$ cat src/hw/rtl/array_double_ended_queue_defines.svh
// ----------------------------------------------------------------------------
// Assertion macros for the double-ended queue.
// Shared helpers so that every checker line reads the same way.
// ----------------------------------------------------------------------------
`ifndef ARRAY_DOUBLE_ENDED_QUEUE_DEFINES_SVH
`define ARRAY_DOUBLE_ENDED_QUEUE_DEFINES_SVH

// Same-cycle implication, checked outside reset.
`define ADQ_ASSERT_IMPL(label, clk, rst_n, ante, cons) \
  label: assert property (@(posedge clk) disable iff (!rst_n) (ante) |-> (cons)) \
    else $error("adq assertion failed");

// Next-cycle implication, checked outside reset.
`define ADQ_ASSERT_NEXT(label, clk, rst_n, ante, cons) \
  label: assert property (@(posedge clk) disable iff (!rst_n) (ante) |=> (cons)) \
    else $error("adq assertion failed");

`endif

$ cat src/hw/rtl/adq_pkg.sv
`timescale 1ns / 1ps
// ----------------------------------------------------------------------------
// adq_pkg
// Types, codes and constants shared by the double-ended queue modules.
// ----------------------------------------------------------------------------
package adq_pkg;

  // Default number of slots in the element store.
  localparam int unsigned DEPTH_DEF = 16;

  localparam int unsigned DATA_W   = 32;
  localparam int unsigned ACTION_W = 3;
  localparam int unsigned STATUS_W = 2;

  // Action codes of an input item.
  localparam logic [ACTION_W-1:0] ACT_PUSH_BACK  = 3'd0;
  localparam logic [ACTION_W-1:0] ACT_POP_FRONT  = 3'd1;
  localparam logic [ACTION_W-1:0] ACT_PUSH_FRONT = 3'd2;
  localparam logic [ACTION_W-1:0] ACT_POP_BACK   = 3'd3;
  localparam logic [ACTION_W-1:0] ACT_DUMP       = 3'd4;

  // Result status codes.
  localparam logic [STATUS_W-1:0] ST_OK    = 2'd0;
  localparam logic [STATUS_W-1:0] ST_FULL  = 2'd1;
  localparam logic [STATUS_W-1:0] ST_EMPTY = 2'd2;

  // Pointer and store operation for one cycle.
  typedef enum logic [2:0] {
    PTR_NONE,
    PTR_PUSH_FIRST,
    PTR_PUSH_BACK,
    PTR_PUSH_FRONT,
    PTR_POP_FRONT,
    PTR_POP_BACK,
    PTR_DUMP_START,
    PTR_DUMP_NEXT
  } ptr_op_e;

  // Output register load.
  typedef enum logic [1:0] {
    OUT_NONE,
    OUT_CODE,
    OUT_DATA
  } out_op_e;

  // Commands from the controller to the datapath.
  typedef struct packed {
    logic                latch;
    ptr_op_e             ptr_op;
    out_op_e             out_op;
    logic [STATUS_W-1:0] out_status;
    logic                out_last;
  } adq_cmd_t;

  // Status from the datapath to the controller.
  typedef struct packed {
    logic [ACTION_W-1:0] action;
    logic                empty;
    logic                at_front;
    logic                at_back;
    logic                walk_last;
    logic                out_last;
  } adq_status_t;

endpackage

$ cat src/hw/rtl/adq_if.sv
`timescale 1ns / 1ps
// ----------------------------------------------------------------------------
// adq_in_if / adq_out_if
// Valid/ready channels for queue actions and for queue results.
// ----------------------------------------------------------------------------
interface adq_in_if;
  logic                              valid;
  logic                              ready;
  logic [adq_pkg::ACTION_W-1:0]      action;
  logic signed [adq_pkg::DATA_W-1:0] push_value;

  modport source (output valid, output action, output push_value, input ready);
  modport sink (input valid, input action, input push_value, output ready);
endinterface

interface adq_out_if;
  logic                              valid;
  logic                              ready;
  logic signed [adq_pkg::DATA_W-1:0] out_value;
  logic [adq_pkg::STATUS_W-1:0]      status;
  logic                              last_of_run;

  modport source (output valid, output out_value, output status, output last_of_run,
                  input ready);
  modport sink (input valid, input out_value, input status, input last_of_run,
                output ready);
endinterface

$ cat src/hw/rtl/adq_datapath.sv
`timescale 1ns / 1ps
// ----------------------------------------------------------------------------
// adq_datapath
// Element store, head/tail/walk pointers, input latch and output register.
// ----------------------------------------------------------------------------
`include "array_double_ended_queue_defines.svh"

module adq_datapath #(
  parameter int unsigned DEPTH = adq_pkg::DEPTH_DEF
) (
  input  logic                                clk_i,
  input  logic                                rst_ni,
  input  adq_pkg::adq_cmd_t                   cmd_i,
  input  logic [adq_pkg::ACTION_W-1:0]        in_action_i,
  input  logic signed [adq_pkg::DATA_W-1:0]   in_push_value_i,
  output adq_pkg::adq_status_t                status_o,
  output logic signed [adq_pkg::DATA_W-1:0]   out_value_o,
  output logic [adq_pkg::STATUS_W-1:0]        out_status_o,
  output logic                                out_last_o
);

  localparam int unsigned PTR_W = (DEPTH > 1) ? $clog2(DEPTH) : 1;
  localparam logic [PTR_W-1:0] LAST_SLOT = PTR_W'(DEPTH - 1);

  // Latched input item.
  logic [adq_pkg::ACTION_W-1:0]      action_q;
  logic signed [adq_pkg::DATA_W-1:0] value_q;

  // Pointers.
  logic [PTR_W-1:0] head_q, head_d;
  logic [PTR_W-1:0] tail_q, tail_d;
  logic [PTR_W-1:0] walk_q, walk_d;
  logic             empty_q, empty_d;

  // Store ports.
  logic                              we;
  logic [PTR_W-1:0]                  waddr;
  logic [PTR_W-1:0]                  raddr;
  logic signed [adq_pkg::DATA_W-1:0] mem [DEPTH];
  logic signed [adq_pkg::DATA_W-1:0] rdata_q;

  // Output register.
  logic signed [adq_pkg::DATA_W-1:0] out_value_q;
  logic [adq_pkg::STATUS_W-1:0]      out_status_q;
  logic                              out_last_q;

  // Capture the accepted item.
  always_ff @(posedge clk_i) begin
    if (cmd_i.latch) begin
      action_q <= in_action_i;
      value_q  <= in_push_value_i;
    end
  end

  // Pointer updates and store addressing for the commanded operation.
  always_comb begin
    head_d  = head_q;
    tail_d  = tail_q;
    walk_d  = walk_q;
    empty_d = empty_q;
    we      = 1'b0;
    waddr   = tail_q;
    raddr   = walk_q;
    case (cmd_i.ptr_op)
      adq_pkg::PTR_PUSH_FIRST: begin
        we      = 1'b1;
        waddr   = '0;
        head_d  = '0;
        tail_d  = '0;
        empty_d = 1'b0;
      end
      adq_pkg::PTR_PUSH_BACK: begin
        we     = 1'b1;
        waddr  = tail_q + 1'b1;
        tail_d = tail_q + 1'b1;
      end
      adq_pkg::PTR_PUSH_FRONT: begin
        we     = 1'b1;
        waddr  = head_q - 1'b1;
        head_d = head_q - 1'b1;
      end
      adq_pkg::PTR_POP_FRONT: begin
        raddr = head_q;
        if (head_q == tail_q) begin
          head_d  = '0;
          tail_d  = '0;
          empty_d = 1'b1;
        end else begin
          head_d = head_q + 1'b1;
        end
      end
      adq_pkg::PTR_POP_BACK: begin
        raddr = tail_q;
        if (head_q == tail_q) begin
          head_d  = '0;
          tail_d  = '0;
          empty_d = 1'b1;
        end else begin
          tail_d = tail_q - 1'b1;
        end
      end
      adq_pkg::PTR_DUMP_START: begin
        raddr  = head_q;
        walk_d = head_q;
      end
      adq_pkg::PTR_DUMP_NEXT: begin
        raddr  = walk_q + 1'b1;
        walk_d = walk_q + 1'b1;
      end
      default: begin
      end
    endcase
  end

  // Pointer registers.
  always_ff @(posedge clk_i or negedge rst_ni) begin
    if (!rst_ni) begin
      head_q  <= '0;
      tail_q  <= '0;
      walk_q  <= '0;
      empty_q <= 1'b1;
    end else begin
      head_q  <= head_d;
      tail_q  <= tail_d;
      walk_q  <= walk_d;
      empty_q <= empty_d;
    end
  end

  // Element store with a registered read port.
  always_ff @(posedge clk_i) begin
    if (we) begin
      mem[waddr] <= value_q;
    end
    rdata_q <= mem[raddr];
  end

  // Output register payload.
  always_ff @(posedge clk_i) begin
    case (cmd_i.out_op)
      adq_pkg::OUT_CODE: begin
        out_value_q  <= '0;
        out_status_q <= cmd_i.out_status;
      end
      adq_pkg::OUT_DATA: begin
        out_value_q  <= rdata_q;
        out_status_q <= adq_pkg::ST_OK;
      end
      default: begin
      end
    endcase
  end

  // The last flag steers the controller, so it is reset.
  always_ff @(posedge clk_i or negedge rst_ni) begin
    if (!rst_ni) begin
      out_last_q <= 1'b1;
    end else if (cmd_i.out_op != adq_pkg::OUT_NONE) begin
      out_last_q <= cmd_i.out_last;
    end
  end

  assign status_o.action    = action_q;
  assign status_o.empty     = empty_q;
  assign status_o.at_front  = (head_q == '0);
  assign status_o.at_back   = (tail_q == LAST_SLOT);
  assign status_o.walk_last = (walk_q == tail_q);
  assign status_o.out_last  = out_last_q;

  assign out_value_o  = out_value_q;
  assign out_status_o = out_status_q;
  assign out_last_o   = out_last_q;

  // An empty queue keeps both pointers parked at slot zero.
  `ADQ_ASSERT_IMPL(a_empty_parked, clk_i, rst_ni, empty_q, (head_q == '0) && (tail_q == '0))
  // A live queue never has its head past its tail.
  `ADQ_ASSERT_IMPL(a_head_le_tail, clk_i, rst_ni, !empty_q, head_q <= tail_q)
  // A back push moves the tail by exactly one slot.
  `ADQ_ASSERT_NEXT(a_push_back_step, clk_i, rst_ni, cmd_i.ptr_op == adq_pkg::PTR_PUSH_BACK, tail_q == PTR_W'($past(tail_q) + 1'b1))

endmodule

$ cat src/hw/rtl/adq_ctrl.sv
`timescale 1ns / 1ps
// ----------------------------------------------------------------------------
// adq_ctrl
// Sequencer for one action at a time: decode, store access, result hand-off.
// ----------------------------------------------------------------------------
`include "array_double_ended_queue_defines.svh"

module adq_ctrl (
  input  logic                 clk_i,
  input  logic                 rst_ni,
  input  logic                 in_valid_i,
  output logic                 in_ready_o,
  output logic                 out_valid_o,
  input  logic                 out_ready_i,
  input  adq_pkg::adq_status_t status_i,
  output adq_pkg::adq_cmd_t    cmd_o
);

  localparam logic [1:0] S_IDLE = 2'd0;
  localparam logic [1:0] S_EXEC = 2'd1;
  localparam logic [1:0] S_READ = 2'd2;
  localparam logic [1:0] S_OUT  = 2'd3;

  logic [1:0] state_q, state_d;

  // Next state and command decode.
  always_comb begin
    state_d     = state_q;
    cmd_o       = '0;
    in_ready_o  = 1'b0;
    out_valid_o = 1'b0;
    case (state_q)
      S_IDLE: begin
        in_ready_o = 1'b1;
        if (in_valid_i) begin
          cmd_o.latch = 1'b1;
          state_d     = S_EXEC;
        end
      end
      S_EXEC: begin
        cmd_o.out_last = 1'b1;
        case (status_i.action)
          adq_pkg::ACT_PUSH_BACK, adq_pkg::ACT_PUSH_FRONT: begin
            cmd_o.out_op = adq_pkg::OUT_CODE;
            state_d      = S_OUT;
            if (status_i.empty) begin
              cmd_o.ptr_op     = adq_pkg::PTR_PUSH_FIRST;
              cmd_o.out_status = adq_pkg::ST_OK;
            end else if (status_i.action == adq_pkg::ACT_PUSH_BACK) begin
              if (status_i.at_back) begin
                cmd_o.out_status = adq_pkg::ST_FULL;
              end else begin
                cmd_o.ptr_op     = adq_pkg::PTR_PUSH_BACK;
                cmd_o.out_status = adq_pkg::ST_OK;
              end
            end else begin
              if (status_i.at_front) begin
                cmd_o.out_status = adq_pkg::ST_FULL;
              end else begin
                cmd_o.ptr_op     = adq_pkg::PTR_PUSH_FRONT;
                cmd_o.out_status = adq_pkg::ST_OK;
              end
            end
          end
          adq_pkg::ACT_POP_FRONT, adq_pkg::ACT_POP_BACK, adq_pkg::ACT_DUMP: begin
            if (status_i.empty) begin
              cmd_o.out_op     = adq_pkg::OUT_CODE;
              cmd_o.out_status = adq_pkg::ST_EMPTY;
              state_d          = S_OUT;
            end else begin
              state_d = S_READ;
              if (status_i.action == adq_pkg::ACT_POP_FRONT) begin
                cmd_o.ptr_op = adq_pkg::PTR_POP_FRONT;
              end else if (status_i.action == adq_pkg::ACT_POP_BACK) begin
                cmd_o.ptr_op = adq_pkg::PTR_POP_BACK;
              end else begin
                cmd_o.ptr_op = adq_pkg::PTR_DUMP_START;
              end
            end
          end
          default: begin
            // Undefined actions give no result.
            state_d = S_IDLE;
          end
        endcase
      end
      S_READ: begin
        // Store data is ready; a dump marks only the back element as last.
        cmd_o.out_op   = adq_pkg::OUT_DATA;
        cmd_o.out_last = (status_i.action != adq_pkg::ACT_DUMP) || status_i.walk_last;
        state_d        = S_OUT;
      end
      S_OUT: begin
        out_valid_o = 1'b1;
        if (out_ready_i) begin
          if (status_i.out_last) begin
            state_d = S_IDLE;
          end else begin
            cmd_o.ptr_op = adq_pkg::PTR_DUMP_NEXT;
            state_d      = S_READ;
          end
        end
      end
      default: begin
        state_d = S_IDLE;
      end
    endcase
  end

  // State register.
  always_ff @(posedge clk_i or negedge rst_ni) begin
    if (!rst_ni) begin
      state_q <= S_IDLE;
    end else begin
      state_q <= state_d;
    end
  end

  // Decode lasts exactly one cycle.
  `ADQ_ASSERT_NEXT(a_exec_once, clk_i, rst_ni, state_q == S_EXEC, state_q != S_EXEC)
  // A store read is always followed by a result on offer.
  `ADQ_ASSERT_NEXT(a_read_to_out, clk_i, rst_ni, state_q == S_READ, state_q == S_OUT)
  // Only a dump produces results that are not last.
  `ADQ_ASSERT_IMPL(a_more_only_dump, clk_i, rst_ni, (state_q == S_OUT) && !status_i.out_last, status_i.action == adq_pkg::ACT_DUMP)

endmodule

$ cat src/hw/rtl/array_double_ended_queue.sv
// Push and error items: accept (IDLE), decode (EXEC), then the result is offered (OUT).
// Pops: accept, decode, one registered store read (READ), then the result is offered (OUT).
// Dump: first element as for pops; each further one passes through READ again after the last is taken.
// One item at a time: the next item is accepted the cycle after its last result is taken.
// Reset (asynchronous, active low) empties the queue; store contents are not cleared.
`timescale 1ns / 1ps
// ----------------------------------------------------------------------------
// array_double_ended_queue
// Double-ended queue of signed words in a fixed, non-wrapping store.
// ----------------------------------------------------------------------------
module array_double_ended_queue #(
  parameter int unsigned DEPTH = adq_pkg::DEPTH_DEF
) (
  input logic        clk_i,
  input logic        rst_ni,
  adq_in_if.sink     in_i,
  adq_out_if.source  out_o
);

  adq_pkg::adq_cmd_t    cmd;
  adq_pkg::adq_status_t status;

  // Sequencer.
  adq_ctrl u_ctrl (
    .clk_i       (clk_i),
    .rst_ni      (rst_ni),
    .in_valid_i  (in_i.valid),
    .in_ready_o  (in_i.ready),
    .out_valid_o (out_o.valid),
    .out_ready_i (out_o.ready),
    .status_i    (status),
    .cmd_o       (cmd)
  );

  // Store, pointers and result register.
  adq_datapath #(
    .DEPTH (DEPTH)
  ) u_datapath (
    .clk_i           (clk_i),
    .rst_ni          (rst_ni),
    .cmd_i           (cmd),
    .in_action_i     (in_i.action),
    .in_push_value_i (in_i.push_value),
    .status_o        (status),
    .out_value_o     (out_o.out_value),
    .out_status_o    (out_o.status),
    .out_last_o      (out_o.last_of_run)
  );

endmodule
$ cat src/flat_wrapper.sv
// flat-port wrapper written by rule: the top's interface ports become plain ports
module array_double_ended_queue_flat 
#(
  parameter int unsigned DEPTH = adq_pkg::DEPTH_DEF
)
  (clk_i, rst_ni, in_i_valid, in_i_action, in_i_push_value, in_i_ready, out_o_valid, out_o_out_value, out_o_status, out_o_last_of_run, out_o_ready);
  adq_in_if in_i_i ();
  adq_out_if out_o_i ();
  input logic clk_i;
  input logic rst_ni;
  input wire logic [$bits(in_i_i.valid)-1:0] in_i_valid;
  input wire logic [$bits(in_i_i.action)-1:0] in_i_action;
  input wire logic [$bits(in_i_i.push_value)-1:0] in_i_push_value;
  output wire logic [$bits(in_i_i.ready)-1:0] in_i_ready;
  output wire logic [$bits(out_o_i.valid)-1:0] out_o_valid;
  output wire logic [$bits(out_o_i.out_value)-1:0] out_o_out_value;
  output wire logic [$bits(out_o_i.status)-1:0] out_o_status;
  output wire logic [$bits(out_o_i.last_of_run)-1:0] out_o_last_of_run;
  input wire logic [$bits(out_o_i.ready)-1:0] out_o_ready;
  assign in_i_i.valid = in_i_valid;
  assign in_i_i.action = in_i_action;
  assign in_i_i.push_value = in_i_push_value;
  assign in_i_ready = in_i_i.ready;
  assign out_o_valid = out_o_i.valid;
  assign out_o_out_value = out_o_i.out_value;
  assign out_o_status = out_o_i.status;
  assign out_o_last_of_run = out_o_i.last_of_run;
  assign out_o_i.ready = out_o_ready;
  array_double_ended_queue #(.DEPTH(DEPTH)) u_core (.clk_i(clk_i), .rst_ni(rst_ni), .in_i(in_i_i), .out_o(out_o_i));
endmodule
$ cat config.mk
export PLATFORM = sky130hd
export DESIGN_NAME = array_double_ended_queue_flat
export DESIGN_NICKNAME = d
export VERILOG_FILES = /design/src/hw/rtl/adq_pkg.sv /design/src/hw/rtl/adq_if.sv /design/src/hw/rtl/adq_datapath.sv /design/src/hw/rtl/adq_ctrl.sv /design/src/hw/rtl/array_double_ended_queue.sv /design/src/flat_wrapper.sv
export VERILOG_INCLUDE_DIRS = /design/src /design/src/hw/rtl
export SDC_FILE = /design/constraint.sdc
export NUM_CORES = 1
export LEC_CHECK = 0
export CORE_MARGIN = 4
export CORE_UTILIZATION = 58
export DETAILED_ROUTE_END_ITERATION = 16
export DONT_BUFFER_PORTS = 1
export GPL_TIMING_DRIVEN = 0
export PLACE_DENSITY = 0.74
export SLEW_MARGIN = 20
export SYNTH_ARGS = -nofsm -noshare
export SYNTH_HDL_FRONTEND = slang
export SYNTH_SLANG_ARGS = --single-unit
$ cat constraint.sdc
create_clock -name clk_i -period 13.4 [get_ports clk_i]
set_input_delay 2.01 -clock clk_i [delete_from_list [all_inputs] [get_ports clk_i]]
set_output_delay 2.01 -clock clk_i [all_outputs]
set_load 0.01 [all_outputs]
==> results of run 1 <==
## worst max path at each step
stage                     start                                 endpoint  cells after the start
floorplan           out_o_ready    u_core.u_datapath.mem[9][0]$_DFFE_PP_                      9
finish              out_o_ready   u_core.u_datapath.mem[10][3]$_DFFE_PP_                      9
global placement    out_o_ready  u_core.u_datapath.mem[10][12]$_DFFE_PP_                      8
CTS                 out_o_ready   u_core.u_datapath.mem[10][3]$_DFFE_PP_                     10
global route        out_o_ready   u_core.u_datapath.mem[11][2]$_DFFE_PP_                     10
detailed placement  out_o_ready  u_core.u_datapath.mem[10][12]$_DFFE_PP_                      9
## report_power, final
group | switching [W] | total, W | internal, W
logic | 0.00184 | 0.00277 | 0.000928
registers | 0.000179 | 0.00281 | 0.00263
clock network | 0.000718 | 0.00178 | 0.00107
## worst reg2reg max path: stages, from the launching register on
cell and delay (ns):
dfrtp_1 0.34, clkbuf_1 0.30, inv_1 0.20, ha_1 0.30
nor3b_2 0.20, o21ai_0 0.38, a31oi_2 0.27, buf_6 0.21
nor3_1 0.57, a221oi_1 0.31, or3_1 0.59, nor2_4 0.62
buf_16 0.25
## through the flow
| step | utilization | worst slack (ns) | power (W) | hold slack (ns) | cells |
|---|---|---|---|---|---|
| global placement | 0.607 | 5.79 | 0.00540 | 0.489 | 2121 |
| global route | 0.672 | 7.99 | 0.00771 | 0.527 | 2255 |
| detailed placement | 0.622 | 7.64 | 0.00558 | 0.494 | 2140 |
| floorplan | - | 7.60 | 0.00456 | 0.482 | 1582 |
| finish | 0.672 | 8.17 | 0.00737 | 0.501 | 2255 |
| CTS | 0.672 | 8.28 | 0.00737 | 0.508 | 2255 |
## state kept, by name, indices dropped and copies added, names as in the netlist
name	flops
u_core.u_datapath.out_status_o	2
u_core.u_datapath.mem	512
u_core.u_datapath.action_q	3
u_core.u_datapath.value_q	32
u_core.u_datapath.out_last_o	1
u_core.u_datapath.tail_q	4
u_core.u_datapath.out_value_o	32
u_core.u_ctrl.state_q	2
u_core.u_datapath.head_q	4
u_core.u_datapath.rdata_q	32
u_core.u_datapath.walk_q	4
u_core.u_datapath.empty_q	1
## layer usage
| layer | wire, um | part of all wire | vias to the layer above |
|---|---|---|---|
| met5 | 0 | 0 | - |
| met4 | 2040 | 0.035 | 0 |
| met3 | 5220 | 0.089 | 127 |
| met2 | 28400 | 0.49 | 814 |
| met1 | 22700 | 0.39 | 7152 |
| li1 | - | - | 6395 |
## cell usage in the layout, fill, tap and decap left out, drive strengths merged, types with 6 or more instances in the layout
master and count:
a211o 7, a21oi 107, a221o 53, a221oi 15, a22oi 33, a31oi 31, and2 34, buf 73
bufinv 10, clkbuf 136, clkinv 17, clkinvlp 6, dfrtp 14, dfxtp 32, edfxtp 581, ha 12
inv 14, mux2i 167, nand2 77, nand2b 8, nand3 87, nor2 29, nor3 33, o21ai 72
or4 6, xnor2 8, xor2 6
## area by class of cell
type	count	area, um2
Clock buffer	79	1660
Fill cell	2741	13800
Clock inverter	36	468
Inverter	11	41.3
Buffer	111	559
Multi-Input combinational cell	831	5920
Tap cell	539	674
Sequential cell	629	18500
Timing Repair Buffer	19	503
## cells by family after synthesis
kind of cell,share of synthesized area
buffers and inverters,0.0241
flip-flops,0.743
multiplexers,0.0681
AO/OA/AOI/OAI,0.0934
XOR/XNOR,0.00493
adder cells (fa/ha/maj),0.00603
AND/OR/NAND/NOR,0.0604
==> results.rst, run 1 <==
.. list-table::
   :header-rows: 1

   * - Metric
     - Value
   * - Run status
     - complete, no violations
   * - Share of final-layout standard cells stronger than drive strength 1
     - 0.122
   * - GP Congestion
     - 0.874
   * - Family with the most delay on the worst path
     - simple AND/OR/NAND/NOR gates
   * - Global-route usage over all layers
     - 0.250
   * - R2r endpoint
     - u_core.u_datapath.mem[10][3]$_DFFE_PP_
   * - Post-DP HPWL
     - 38200 um
   * - Startpoint type of the worst setup path
     - input pin
   * - Initial antenna violation count
     - 0
   * - Worst reg2reg path depth
     - 12
   * - Worst-path cell chain
     - and3b_1, buf_2, a21oi_2, o21ai_1, nor3_1, a221oi_1, or3_1, nor2_4, buf_16
   * - Fraction of the yosys area taken by sequential cells
     - 0.743
   * - CTS H-Tree Depth
     - 2
   * - Die Area
     - ~46000 um2
   * - Overall routed net length
     - 58300 um
   * - Maximum single-stage delay on the critical path
     - roughly 0.69 ns
   * - Fin. Hold Viols
     - 0
   * - Met3 Track Usage GR
     - 0.0469
   * - Maximum fanout along the worst path
     - 18
   * - Met2 global-route usage
     - 0.411
   * - Worst hold path startpoint
     - u_core.u_datapath.rdata_q[26]$_DFF_P_
   * - First-pass GRT wire length
     - 87900 um
   * - Slack of the worst reg-to-reg path
     - 8.54 ns
   * - Clock Skews
     - roughly 0.031 ns
   * - Number of top-level pins
     - 76
   * - Maximum VDD drop
     - 0.000168 V
   * - Cell Rows
     - 75
   * - Leak Pwr
     - slightly below 10 nW
   * - Total nets after synthesis
     - approximately 1600
   * - DRC violations left
     - 0
   * - Hold path cells
     - 1
   * - Remaining antenna violation count after routing
     - 0
   * - Slowest CP cell
     - nor3_1
   * - Number of slew-limit violations in the final report
     - 0
   * - Hold_buf cts
     - 0
   * - Element type at the critical path end
     - register
   * - Fraction of the cycle the final worst path needs
     - 0.391
   * - Setup Fix Bufs, Post-CTS
     - 0
   * - Most instantiated flip-flop cell in the synthesis netlist
     - edfxtp_1
   * - Post-DP Area
     - 26200 um2
   * - Post-layout instance area
     - ~28000 um2
   * - Total number of vias
     - 14500
   * - Category of the critical setup timing path
     - input pin to register
   * - Avg Synthesized Cell Area
     - between 15 and 20 um2
   * - End point of the most critical hold path
     - u_core.u_datapath.out_value_o[26]$_SDFFCE_PP0P_
   * - Number of clock buffers inserted by TritonCTS
     - 61
   * - Slew at the pin closest to its max-slew limit
     - ~1.2 ns
   * - Total Negative Setup Slacks
     - 0 ns
   * - Count of final setup violators
     - 0
   * - Clock edge transition at the registers on the reported setup and hold paths
     - approximately 0.06 ns
   * - Async S/R FF share, synth
     - 0.0254
   * - Detail-routed net length per standard cell
     - between 20 and 30 um
   * - IO buf count
     - 0
   * - Floorplan die width
     - 215 um
   * - Layer with the highest usage
     - met2
   * - Synthesis warning total
     - 0
   * - Overflow after GRT
     - 0
   * - Leading post-synthesis cells by cell area
     - edfxtp_1, mux2i_1, dfxtp_1
   * - F_max
     - 191 MHz
   * - Power density over the cells
     - 260 nW/um2
   * - Clock tree buffer depth
     - 3
   * - Reg-to-reg startpoint
     - u_core.u_datapath.head_q[0]$_DFFE_PN0P_
   * - EDFF count, synth
     - 581
   * - Unrepaired setup endpoints after global routing
     - false
   * - Vias in the first global route
     - between 10000 and 15000
   * - Number of iterations in the first detailed-routing pass
     - 6
   * - Clock sink count
     - 629
   * - Synth-to-Final Area Change
     - 13.8%
   * - Arrival time reported for the critical path endpoint
     - about 5.6 ns
   * - Via/cell ratio
     - 6.42
   * - Minimum clock period
     - 5.23 ns
   * - Initial cell density of the core
     - 0.591
   * - Number of gates resized after CTS
     - 0
   * - Instance count of the mapped netlist
     - 1582
   * - Number of DRC markers in iteration 0
     - 1972
   * - Path category of the worst min-delay check
     - register to register
   * - Met1 usage in global routing
     - 0.336
   * - Clock root cell
     - clkbuf_16
   * - Post-synth top area share
     - 0.701
   * - Most common cell in the synthesized netlist
     - edfxtp_1
   * - CTS tree
     - built
   * - Register bit count reported by yosys
     - 629
   * - Max cap viols
     - 0
   * - Post-synth top area cell
     - edfxtp_1
   * - Net count of the finished layout
     - ~1700
   * - Count of distinct cell types in the synthesized netlist
     - 71
   * - Maximum number of pins on one net before global-route repair
     - 36
   * - Latest clock arrival within the worst-skew pair
     - 0.64 ns
   * - Area of the placeable core
     - ~42000 um2
   * - Cell area after technology mapping
     - roughly 25000 um2
   * - Die Y-Extent
     - 215 um
   * - Max_slew headroom
     - 0.221
   * - Critical path data required time
     - 13.72 ns
   * - Most instantiated cells after synthesis
     - edfxtp_1, mux2i_1, a21oi_1, nand3_1, nand2_1
   * - Crit path buf inv count
     - 2
   * - Total inserted antenna cells
     - 0
(Power assumes the default switching activity.)
==> inputs of run 2 (changes only) <==
ABC_AREA = 1   (was unset)
clock period = 5.3 ns   (was 13.4 ns; I/O delays follow)
==> results.rst, run 2 <==
.. list-table::
   :header-rows: 1

   * - Metric
     - Value
   * - Reg area
     - 18500 um2
   * - Global-route usage over all layers
     - 0.282
   * - Fraction of the cycle the final worst path needs
     - 0.734
   * - Most instantiated flip-flop cell in the synthesis netlist
     - edfxtp_1
   * - Most instantiated cells after synthesis
     - nand3_1, edfxtp_1, nand2_1, inv_1, buf_2
   * - Initial cell density of the core
     - 0.589
   * - Startpoint type of the worst setup path
     - register
   * - Overflow after GRT
     - 0
   * - Commonest non-fill, non-tap cells in the layout
     - nand3_1, edfxtp_1, nand2_1
   * - F_max
     - 257 MHz
   * - Floorplan die width
     - roughly 220 um
   * - Slew at the pin closest to its max-slew limit
     - 0.912 ns
   * - Worst-path cell chain
     - inv_1, ha_1, inv_2, nor2_1, nand4_1, nand2_1, inv_2, nand2_4, inv_2, nor3_2, o21ai_0, nand3_1, o21ai_1, inv_1, nand2_1, nor2_4, buf_16
   * - R2r endpoint
     - u_core.u_datapath.mem[6][18]$_DFFE_PP_
   * - Number of top-level pins
     - 76
   * - First-pass GRT wire length
     - 106000 um
   * - Largest reg by FF count
     - u_core.u_datapath.mem
   * - Clock Skews
     - 0.0252 ns
   * - Total number of vias
     - around 18000
   * - Number of slew-limit violations in the final report
     - 0
   * - Count of fill cells added during filler insertion
     - 3349
   * - Cell area after technology mapping
     - 26800 um2
   * - DRC violations left
     - 0
   * - Area taken by multi-input logic gates
     - 6270 um2
   * - Synth-to-Final Area Change
     - 12.5%
   * - Min Hold Slack
     - approximately 0.26 ns
   * - Family with the most delay on the worst path
     - simple AND/OR/NAND/NOR gates
   * - Number of clock buffers inserted by TritonCTS
     - 60
   * - Clock edge transition at the registers on the reported setup and hold paths
     - approximately 0.070 ns
   * - Clock tree buffer depth
     - 3
   * - Fraction of the yosys area taken by sequential cells
     - 0.690
   * - Most frequent cell on the critical path
     - inv_2
   * - Number of iterations in the first detailed-routing pass
     - 8
   * - Worst reg2reg path depth
     - 17
   * - Maximum VDD drop
     - 0.000378 V
   * - Most common cell after layout, fill and taps aside
     - nand3_1
   * - Count of final setup violators
     - 0
   * - Latest clock arrival within the worst-skew pair
     - 0.63 ns
   * - Count of placed standard cells including taps
     - 3076
   * - Die Area
     - between 40000 and 50000 um2
   * - Share of final-layout standard cells stronger than drive strength 1
     - 0.102
   * - Setup Fix Bufs, Post-CTS
     - 0
   * - Power density over the cells
     - between 600 and 700 nW/um2
   * - Total nets after synthesis
     - between 2000 and 3000
   * - Total Negative Setup Slacks
     - 0 ns
   * - Remaining antenna violation count after routing
     - 0
   * - Post-synth top area cell
     - edfxtp_1
   * - Detailed-route wire length on metal 1
     - approximately 27000 um
   * - Fin. Hold Viols
     - 0
   * - Clock sink count
     - 629
   * - Worst hold path startpoint
     - in_i_push_value[4]
   * - Register bit count reported by yosys
     - 629
   * - EDFF count, synth
     - 581
   * - CTS H-Tree Depth
     - 2
   * - Maximum single-stage delay on the critical path
     - 0.66 ns
   * - Category of the critical setup timing path
     - register to register
   * - End point of the most critical hold path
     - u_core.u_datapath.value_q[4]$_DFFE_PP_
   * - Net count of the finished layout
     - 2590
   * - Unrepaired setup endpoints after global routing
     - false
   * - Most common cell in the synthesized netlist
     - nand3_1
   * - Total met2 wirelength after detailed routing
     - 33200 um
   * - Hold path cells
     - 0
   * - Number of DRC markers in iteration 0
     - 2325
   * - Leak Pwr
     - 12.5 nW
   * - Avg Synthesized Cell Area
     - 10.9 um2
   * - Slowest CP cell
     - nor2_4
   * - Number of flip-flops under the largest register name
     - 512
   * - IO buf count
     - 0
   * - Leading post-synthesis cells by cell area
     - edfxtp_1, nand3_1, nand2_1
   * - Cell Rows
     - 78
   * - Crit path buf inv count
     - 6
   * - Arrival time reported for the critical path endpoint
     - 4.20 ns
   * - GP Congestion
     - 0.885
   * - Post-DP HPWL
     - about 47000 um
   * - Slack of the worst reg-to-reg path
     - 1.41 ns
   * - Post-DP Area
     - 28200 um2
   * - Reg-to-reg startpoint
     - u_core.u_ctrl.state_q[1]$_DFFE_PN0P_
   * - Post-synth top area share
     - 0.651
   * - Overall routed net length
     - roughly 71000 um
   * - Vias in the first global route
     - 17700
   * - Area of the placeable core
     - 45500 um2
   * - Detail-routed net length per standard cell
     - between 20 and 25 um
   * - Number of standard cells in the final layout excluding fillers
     - 3190
   * - Maximum number of pins on one net before global-route repair
     - 25
   * - Critical path data required time
     - 5.61 ns
   * - Instance count of the mapped netlist
     - 2455
   * - Max_slew headroom
     - 0.392
   * - DR WL met3
     - 7830 um
   * - Path category of the worst min-delay check
     - input pin to register
   * - Minimum clock period
     - 3.89 ns
   * - Synthesis warning total
     - 0
   * - Count of distinct cell types in the synthesized netlist
     - 38
   * - Die Y-Extent
     - 223 um
   * - Uppermost layer routed
     - met5
   * - Async S/R FF share, synth
     - 0.0254
   * - Post-layout instance area
     - ~30000 um2
   * - Via/cell ratio
     - 5.79
   * - Initial antenna violation count
     - 2
   * - Maximum fanout along the worst path
     - 18
   * - Element type at the critical path end
     - register
   * - Clock root cell
     - clkbuf_16
   * - Max cap viols
     - 0
   * - Run status
     - complete, no violations
   * - CTS tree
     - built
==> run 2: changes by cell type in the layout (fill, tap and decap cells not counted), moves of 37 or more <==
cell	previous run	this run
nand3_1	86	592
a21oi_1	105	13
nand2_1	75	572
o21ai_0	69	9
mux2i_1	167	0
a221o_1	53	0
buf_2	33	79
inv_1	11	355
clkbuf_1	70	33
==> run 2: what timing repair did <==
action,CTS,global route
endpoints found under the hold margin,16,0
hold buffers,1,0
resized for setup,0,0
==> run 2: worst max path at each step <==
stage,startpoint,to,cells past startpoint
2_1_floorplan,out_o_ready,u_core.u_datapath.mem[7][0]$_DFFE_PP_,12
3_3_place_gp,u_core.u_datapath.head_q[0]$_DFFE_PN0P_,u_core.u_datapath.mem[6][15]$_DFFE_PP_,17
3_5_place_dp,u_core.u_ctrl.state_q[1]$_DFFE_PN0P_,u_core.u_datapath.mem[6][18]$_DFFE_PP_,17
4_1_cts,u_core.u_ctrl.state_q[1]$_DFFE_PN0P_,u_core.u_datapath.mem[6][15]$_DFFE_PP_,17
5_1_grt,u_core.u_ctrl.state_q[1]$_DFFE_PN0P_,u_core.u_datapath.mem[6][19]$_DFFE_PP_,17
6_report,u_core.u_ctrl.state_q[1]$_DFFE_PN0P_,u_core.u_datapath.mem[6][18]$_DFFE_PP_,17
==> run 2: through the flow <==
stage / setup WS [ns] / power, W / util
floorplan: 1.54 / 0.0126 / -
global placement: -0.391 / 0.0154 / 0.606
detailed placement: 1.55 / 0.0158 / 0.620
CTS: 1.49 / 0.0200 / 0.662
global route: 1.13 / 0.0212 / 0.662
finish: 1.41 / 0.0201 / 0.662
==> run 2: cell families (layout without fill, tap and decap cells) <==
logic type	count (synthesis)	count (layout)	share of synthesized area
compound gates	41	41	0.00920
flops	629	629	0.690
other cells	0	1	0
simple gates	1256	1256	0.211
xor+xnor	11	11	0.00360
fa+ha+maj	12	12	0.00560
buf+inv	506	640	0.0803
==> run 2: worst register-to-register path: stages (launching register included) <==
cell     delay [ns]
dfrtp_1        0.45
inv_1          0.14
ha_1           0.23
inv_2          0.06
nor2_1         0.14
nand4_1        0.12
nand2_1        0.09
inv_2          0.06
nand2_4        0.11
inv_2          0.10
nor3_2         0.30
o21ai_0        0.27
nand3_1        0.13
o21ai_1        0.11
inv_1          0.09
nand2_1        0.24
nor2_4         0.66
buf_16         0.25
==> run 2: final cells by class <==
| class | instances | area share |
|---|---|---|
| timing repair buffer | 22 | 0.0180 |
| clock inverter | 40 | 0.0101 |
| buffer | 139 | 0.0257 |
| multi-input combinational | 1320 | 0.208 |
| antenna | 1 | 0.0000831 |
| inverter | 367 | 0.0457 |
| clock buffer | 72 | 0.0537 |
| sequential | 629 | 0.614 |
| tap | 600 | 0.0249 |
==> run 2: per-layer routing <==
metal,GRT usage,vias up
li1,-,8427
met1,0.387,8670
met2,0.451,1150
met3,0.0564,215
met4,0.113,2
met5,0,-
==> run 2: power by group <==
| part | internal [W] | switching, W | leakage (nW) | total, W |
|---|---|---|---|---|
| sequential | 0.00665 | 0.000539 | 5.74 | 0.00719 |
| combinational | 0.00255 | 0.00621 | 5.80 | 0.00875 |
| clock | 0.00236 | 0.00182 | 0.954 | 0.00418 |
| total | 0.0116 | 0.00857 | 12.5 | 0.0201 |
==> inputs of run 3 (changes only) <==
ABC_AREA = 0   (was 1)
CORE_UTILIZATION = 57   (was 58)
PLACE_DENSITY = 0.75   (was 0.74)
clock period = 3.25 ns   (was 5.3 ns; I/O delays follow)
==> results.rst, run 3 (synthesized netlist as in run 1, its figures left out) <==
.. list-table::
   :header-rows: 1

   * - Metric
     - Value
   * - Run status
     - finished with violations
   * - Failing checks
     - negative setup slack
   * - Slowest CP cell
     - mux2i_1
   * - Vias in the first global route
     - 15700
   * - Cell internal pwr
     - 0.0212 W
   * - Share of power burned in registers
     - 0.334
   * - Switching power as a share of total power
     - 0.394
   * - Largest reg by FF count
     - u_core.u_datapath.mem
   * - Die Area
     - 47100 um2
   * - Max_slew headroom
     - 0.336
   * - IO buf count
     - 0
   * - F_max
     - 268 MHz
   * - Path category of the worst min-delay check
     - input pin to register
   * - Overflow after GRT
     - 0
   * - Detail-routed net length per standard cell
     - 31.2 um
   * - First-pass GRT wire length
     - 97100 um
   * - Clock tree buffer depth
     - 3
   * - End point of the most critical hold path
     - u_core.u_ctrl.state_q[1]$_DFFE_PN0P_
   * - Utilization of the core after routing
     - 0.733
   * - Initial antenna violation count
     - 0
   * - Met2 global-route usage
     - 0.453
   * - Power density over the cells
     - 1110 nW/um2
   * - Met1 usage in global routing
     - 0.362
   * - Maximum single-stage delay on the critical path
     - just under 0.6 ns
   * - Total Negative Setup Slacks
     - -26.55 ns
   * - Total inserted antenna cells
     - 0
   * - Worst hold path startpoint
     - in_i_valid
   * - Number of slew-limit violations in the final report
     - 0
   * - Die Y-Extent
     - approximately 220 um
   * - Overall power after layout
     - 0.0351 W
   * - Power share of the clock group
     - 0.203
   * - Logic gate share of total power
     - 0.463
   * - Minimum clock period
     - approximately 3.7 ns
   * - CTS tree
     - built
   * - Category of the critical setup timing path
     - register to register
   * - Arrival time reported for the critical path endpoint
     - 4.26 ns
   * - Fin. Hold Viols
     - 0
   * - Net count of the finished layout
     - 1891
   * - Maximum fanout along the worst path
     - 7
   * - Worst Slack Setup Final
     - -0.485 ns
   * - Number of iterations in the first detailed-routing pass
     - 6
   * - Number of flip-flops under the largest register name
     - just over 500
   * - Count of final setup violators
     - 405
   * - Global-route usage over all layers
     - 0.276
   * - Clock edge transition at the registers on the reported setup and hold paths
     - 0.07 ns
   * - Overall routed net length
     - 77300 um
   * - Cell Rows
     - 76
   * - Clock Skews
     - 0.0434 ns
   * - Remaining antenna violation count after routing
     - 0
   * - Critical path data required time
     - around 3.8 ns
   * - Post-DP Area
     - 26300 um2
   * - Number of top-level pins
     - 76
   * - Most frequent cell on the critical path
     - buf_12
   * - Reg-to-reg startpoint
     - u_core.u_ctrl.state_q[0]$_DFFE_PN0P_
   * - Slew at the pin closest to its max-slew limit
     - 0.996 ns
   * - Element type at the critical path end
     - register
   * - Clock sink count
     - 629
   * - Layer with the highest usage
     - met2
   * - Number of DRC markers in iteration 0
     - 2981
   * - GP Congestion
     - 0.870
   * - Maximum number of pins on one net before global-route repair
     - 36
   * - Leak Pwr
     - between 10 and 15 nW
   * - Share of final-layout standard cells stronger than drive strength 1
     - 0.254
   * - Count of placed standard cells including taps
     - 2184
   * - Number of clock buffers inserted by TritonCTS
     - 60
   * - Met3 Track Usage GR
     - 0.0532
   * - Commonest non-fill, non-tap cells in the layout
     - edfxtp_1, mux2i_1, a21oi_1
   * - Slack of the worst reg-to-reg path
     - -0.48 ns
   * - DRC violations left
     - 0
   * - Total number of vias
     - 16900
   * - Worst reg2reg path depth
     - 14
   * - Clock root cell
     - clkbuf_16
   * - Synth-to-Final Area Change
     - 26.9%
   * - Number of standard cells in the final layout excluding fillers
     - 2476
   * - Maximum VDD drop
     - 0.000694 V
   * - Max cap viols
     - 0
   * - Floorplan die width
     - 217 um
   * - Most common cell after layout, fill and taps aside
     - edfxtp_1
   * - Initial cell density of the core
     - 0.578
   * - Fraction of the cycle the final worst path needs
     - 1.15
   * - Post-layout instance area
     - about 32000 um2
   * - Latest clock arrival within the worst-skew pair
     - 0.64 ns
   * - Switching power total
     - between 0.01 and 0.015 W
   * - Post-DP HPWL
     - 37500 um
   * - R2r endpoint
     - u_core.u_datapath.rdata_q[1]$_DFF_P_
   * - CTS H-Tree Depth
     - 2
   * - Unrepaired setup endpoints after global routing
     - true
   * - Worst-path cell chain
     - ha_4, and3b_1, buf_6, a31oi_4, nand2_4, buf_12, a311oi_4, nor2_4, buf_12, buf_8, clkbuf_16, mux2i_1, a221o_1, nand3_1
   * - Hold path cells
     - 3
   * - Startpoint type of the worst setup path
     - register
   * - Area of the placeable core
     - 43100 um2
   * - Via/cell ratio
     - 6.81
run 3: changes by cell type in the layout (fill, tap and decap cells not counted), moves of 35 or more:
| cell | change |
|---|---|
| buf_12 | +44 |
| nand3_1 | -514 |
| dlygate4sd3_1 | +35 |
| nand2_1 | -500 |
| inv_1 | -347 |
| buf_4 | +52 |
| mux2i_1 | +158 |
| buf_2 | -66 |
| a221o_1 | +53 |
| a21oi_1 | +78 |
| o21ai_0 | +58 |
run 3: how the worst max path moves through the flow:
stage,from,end,cells after the start
final,u_core.u_ctrl.state_q[0]$_DFFE_PN0P_,u_core.u_datapath.rdata_q[1]$_DFF_P_,14
after global routing,u_core.u_datapath.head_q[1]$_DFFE_PN0P_,u_core.u_datapath.rdata_q[1]$_DFF_P_,15
after CTS,u_core.u_ctrl.state_q[0]$_DFFE_PN0P_,u_core.u_datapath.mem[10][6]$_DFFE_PP_,13
after detailed placement,u_core.u_ctrl.state_q[0]$_DFFE_PN0P_,u_core.u_datapath.rdata_q[10]$_DFF_P_,13
after global placement,u_core.u_ctrl.state_q[0]$_DFFE_PN0P_,u_core.u_datapath.rdata_q[18]$_DFF_P_,13
after floorplan,u_core.u_datapath.head_q[0]$_DFFE_PN0P_,u_core.u_datapath.mem[8][0]$_DFFE_PP_,11
run 3: metal layers:
layer | up-vias | share of wire
li1 | 6762 | -
met1 | 8152 | 0.34
met2 | 1553 | 0.46
met3 | 387 | 0.13
met4 | 0 | 0.069
met5 | - | 0
run 3: cell type report:
cell class                      instances  area, um2
Buffer                                108        885
Clock buffer                           77       1580
Clock inverter                         36        399
Fill cell                            2345      11500
Inverter                               11       51.3
Multi-Input combinational cell        837       6690
Sequential cell                       629      18500
Tap cell                              585        732
Timing Repair Buffer                  193       2760
run 3: worst max-delay path: cells and delay by family (launching register included):
kind	cells	cell delay, ns
compound gates	3	1.06
buf+inv	5	0.75
mux	1	0.59
simple gates	4	0.51
flops	1	0.47
fa+ha+maj	1	0.21
run 3: timing repair:
action,4_1_cts,5_1_grt
gates cloned,9,25
pin swaps,48,69
setup endpoints to repair,544,543
endpoints found under the hold margin,51,0
setup buffers,77,38
hold buffers,36,0
gates resized for setup,143,172
run 3: power by group through the flow:
stage,clock network (W),registers [W],logic [W]
CTS,0.00703,0.0116,0.0131
global placement,0,0.0117,0.0108
finish,0.00711,0.0117,0.0162
detailed placement,0,0.0118,0.0115
global route,0.00749,0.0118,0.0167
floorplan,0,0.0115,0.00762
run 3: through the flow:
step	hold WS (ns)	setup WS (ns)
2_1_floorplan	0.192	-0.0324
3_3_place_gp	0.192	-1.03
3_5_place_dp	0.192	-1.01
4_1_cts	0.137	-0.00707
5_1_grt	0.179	-0.593
6_report	0.165	-0.485
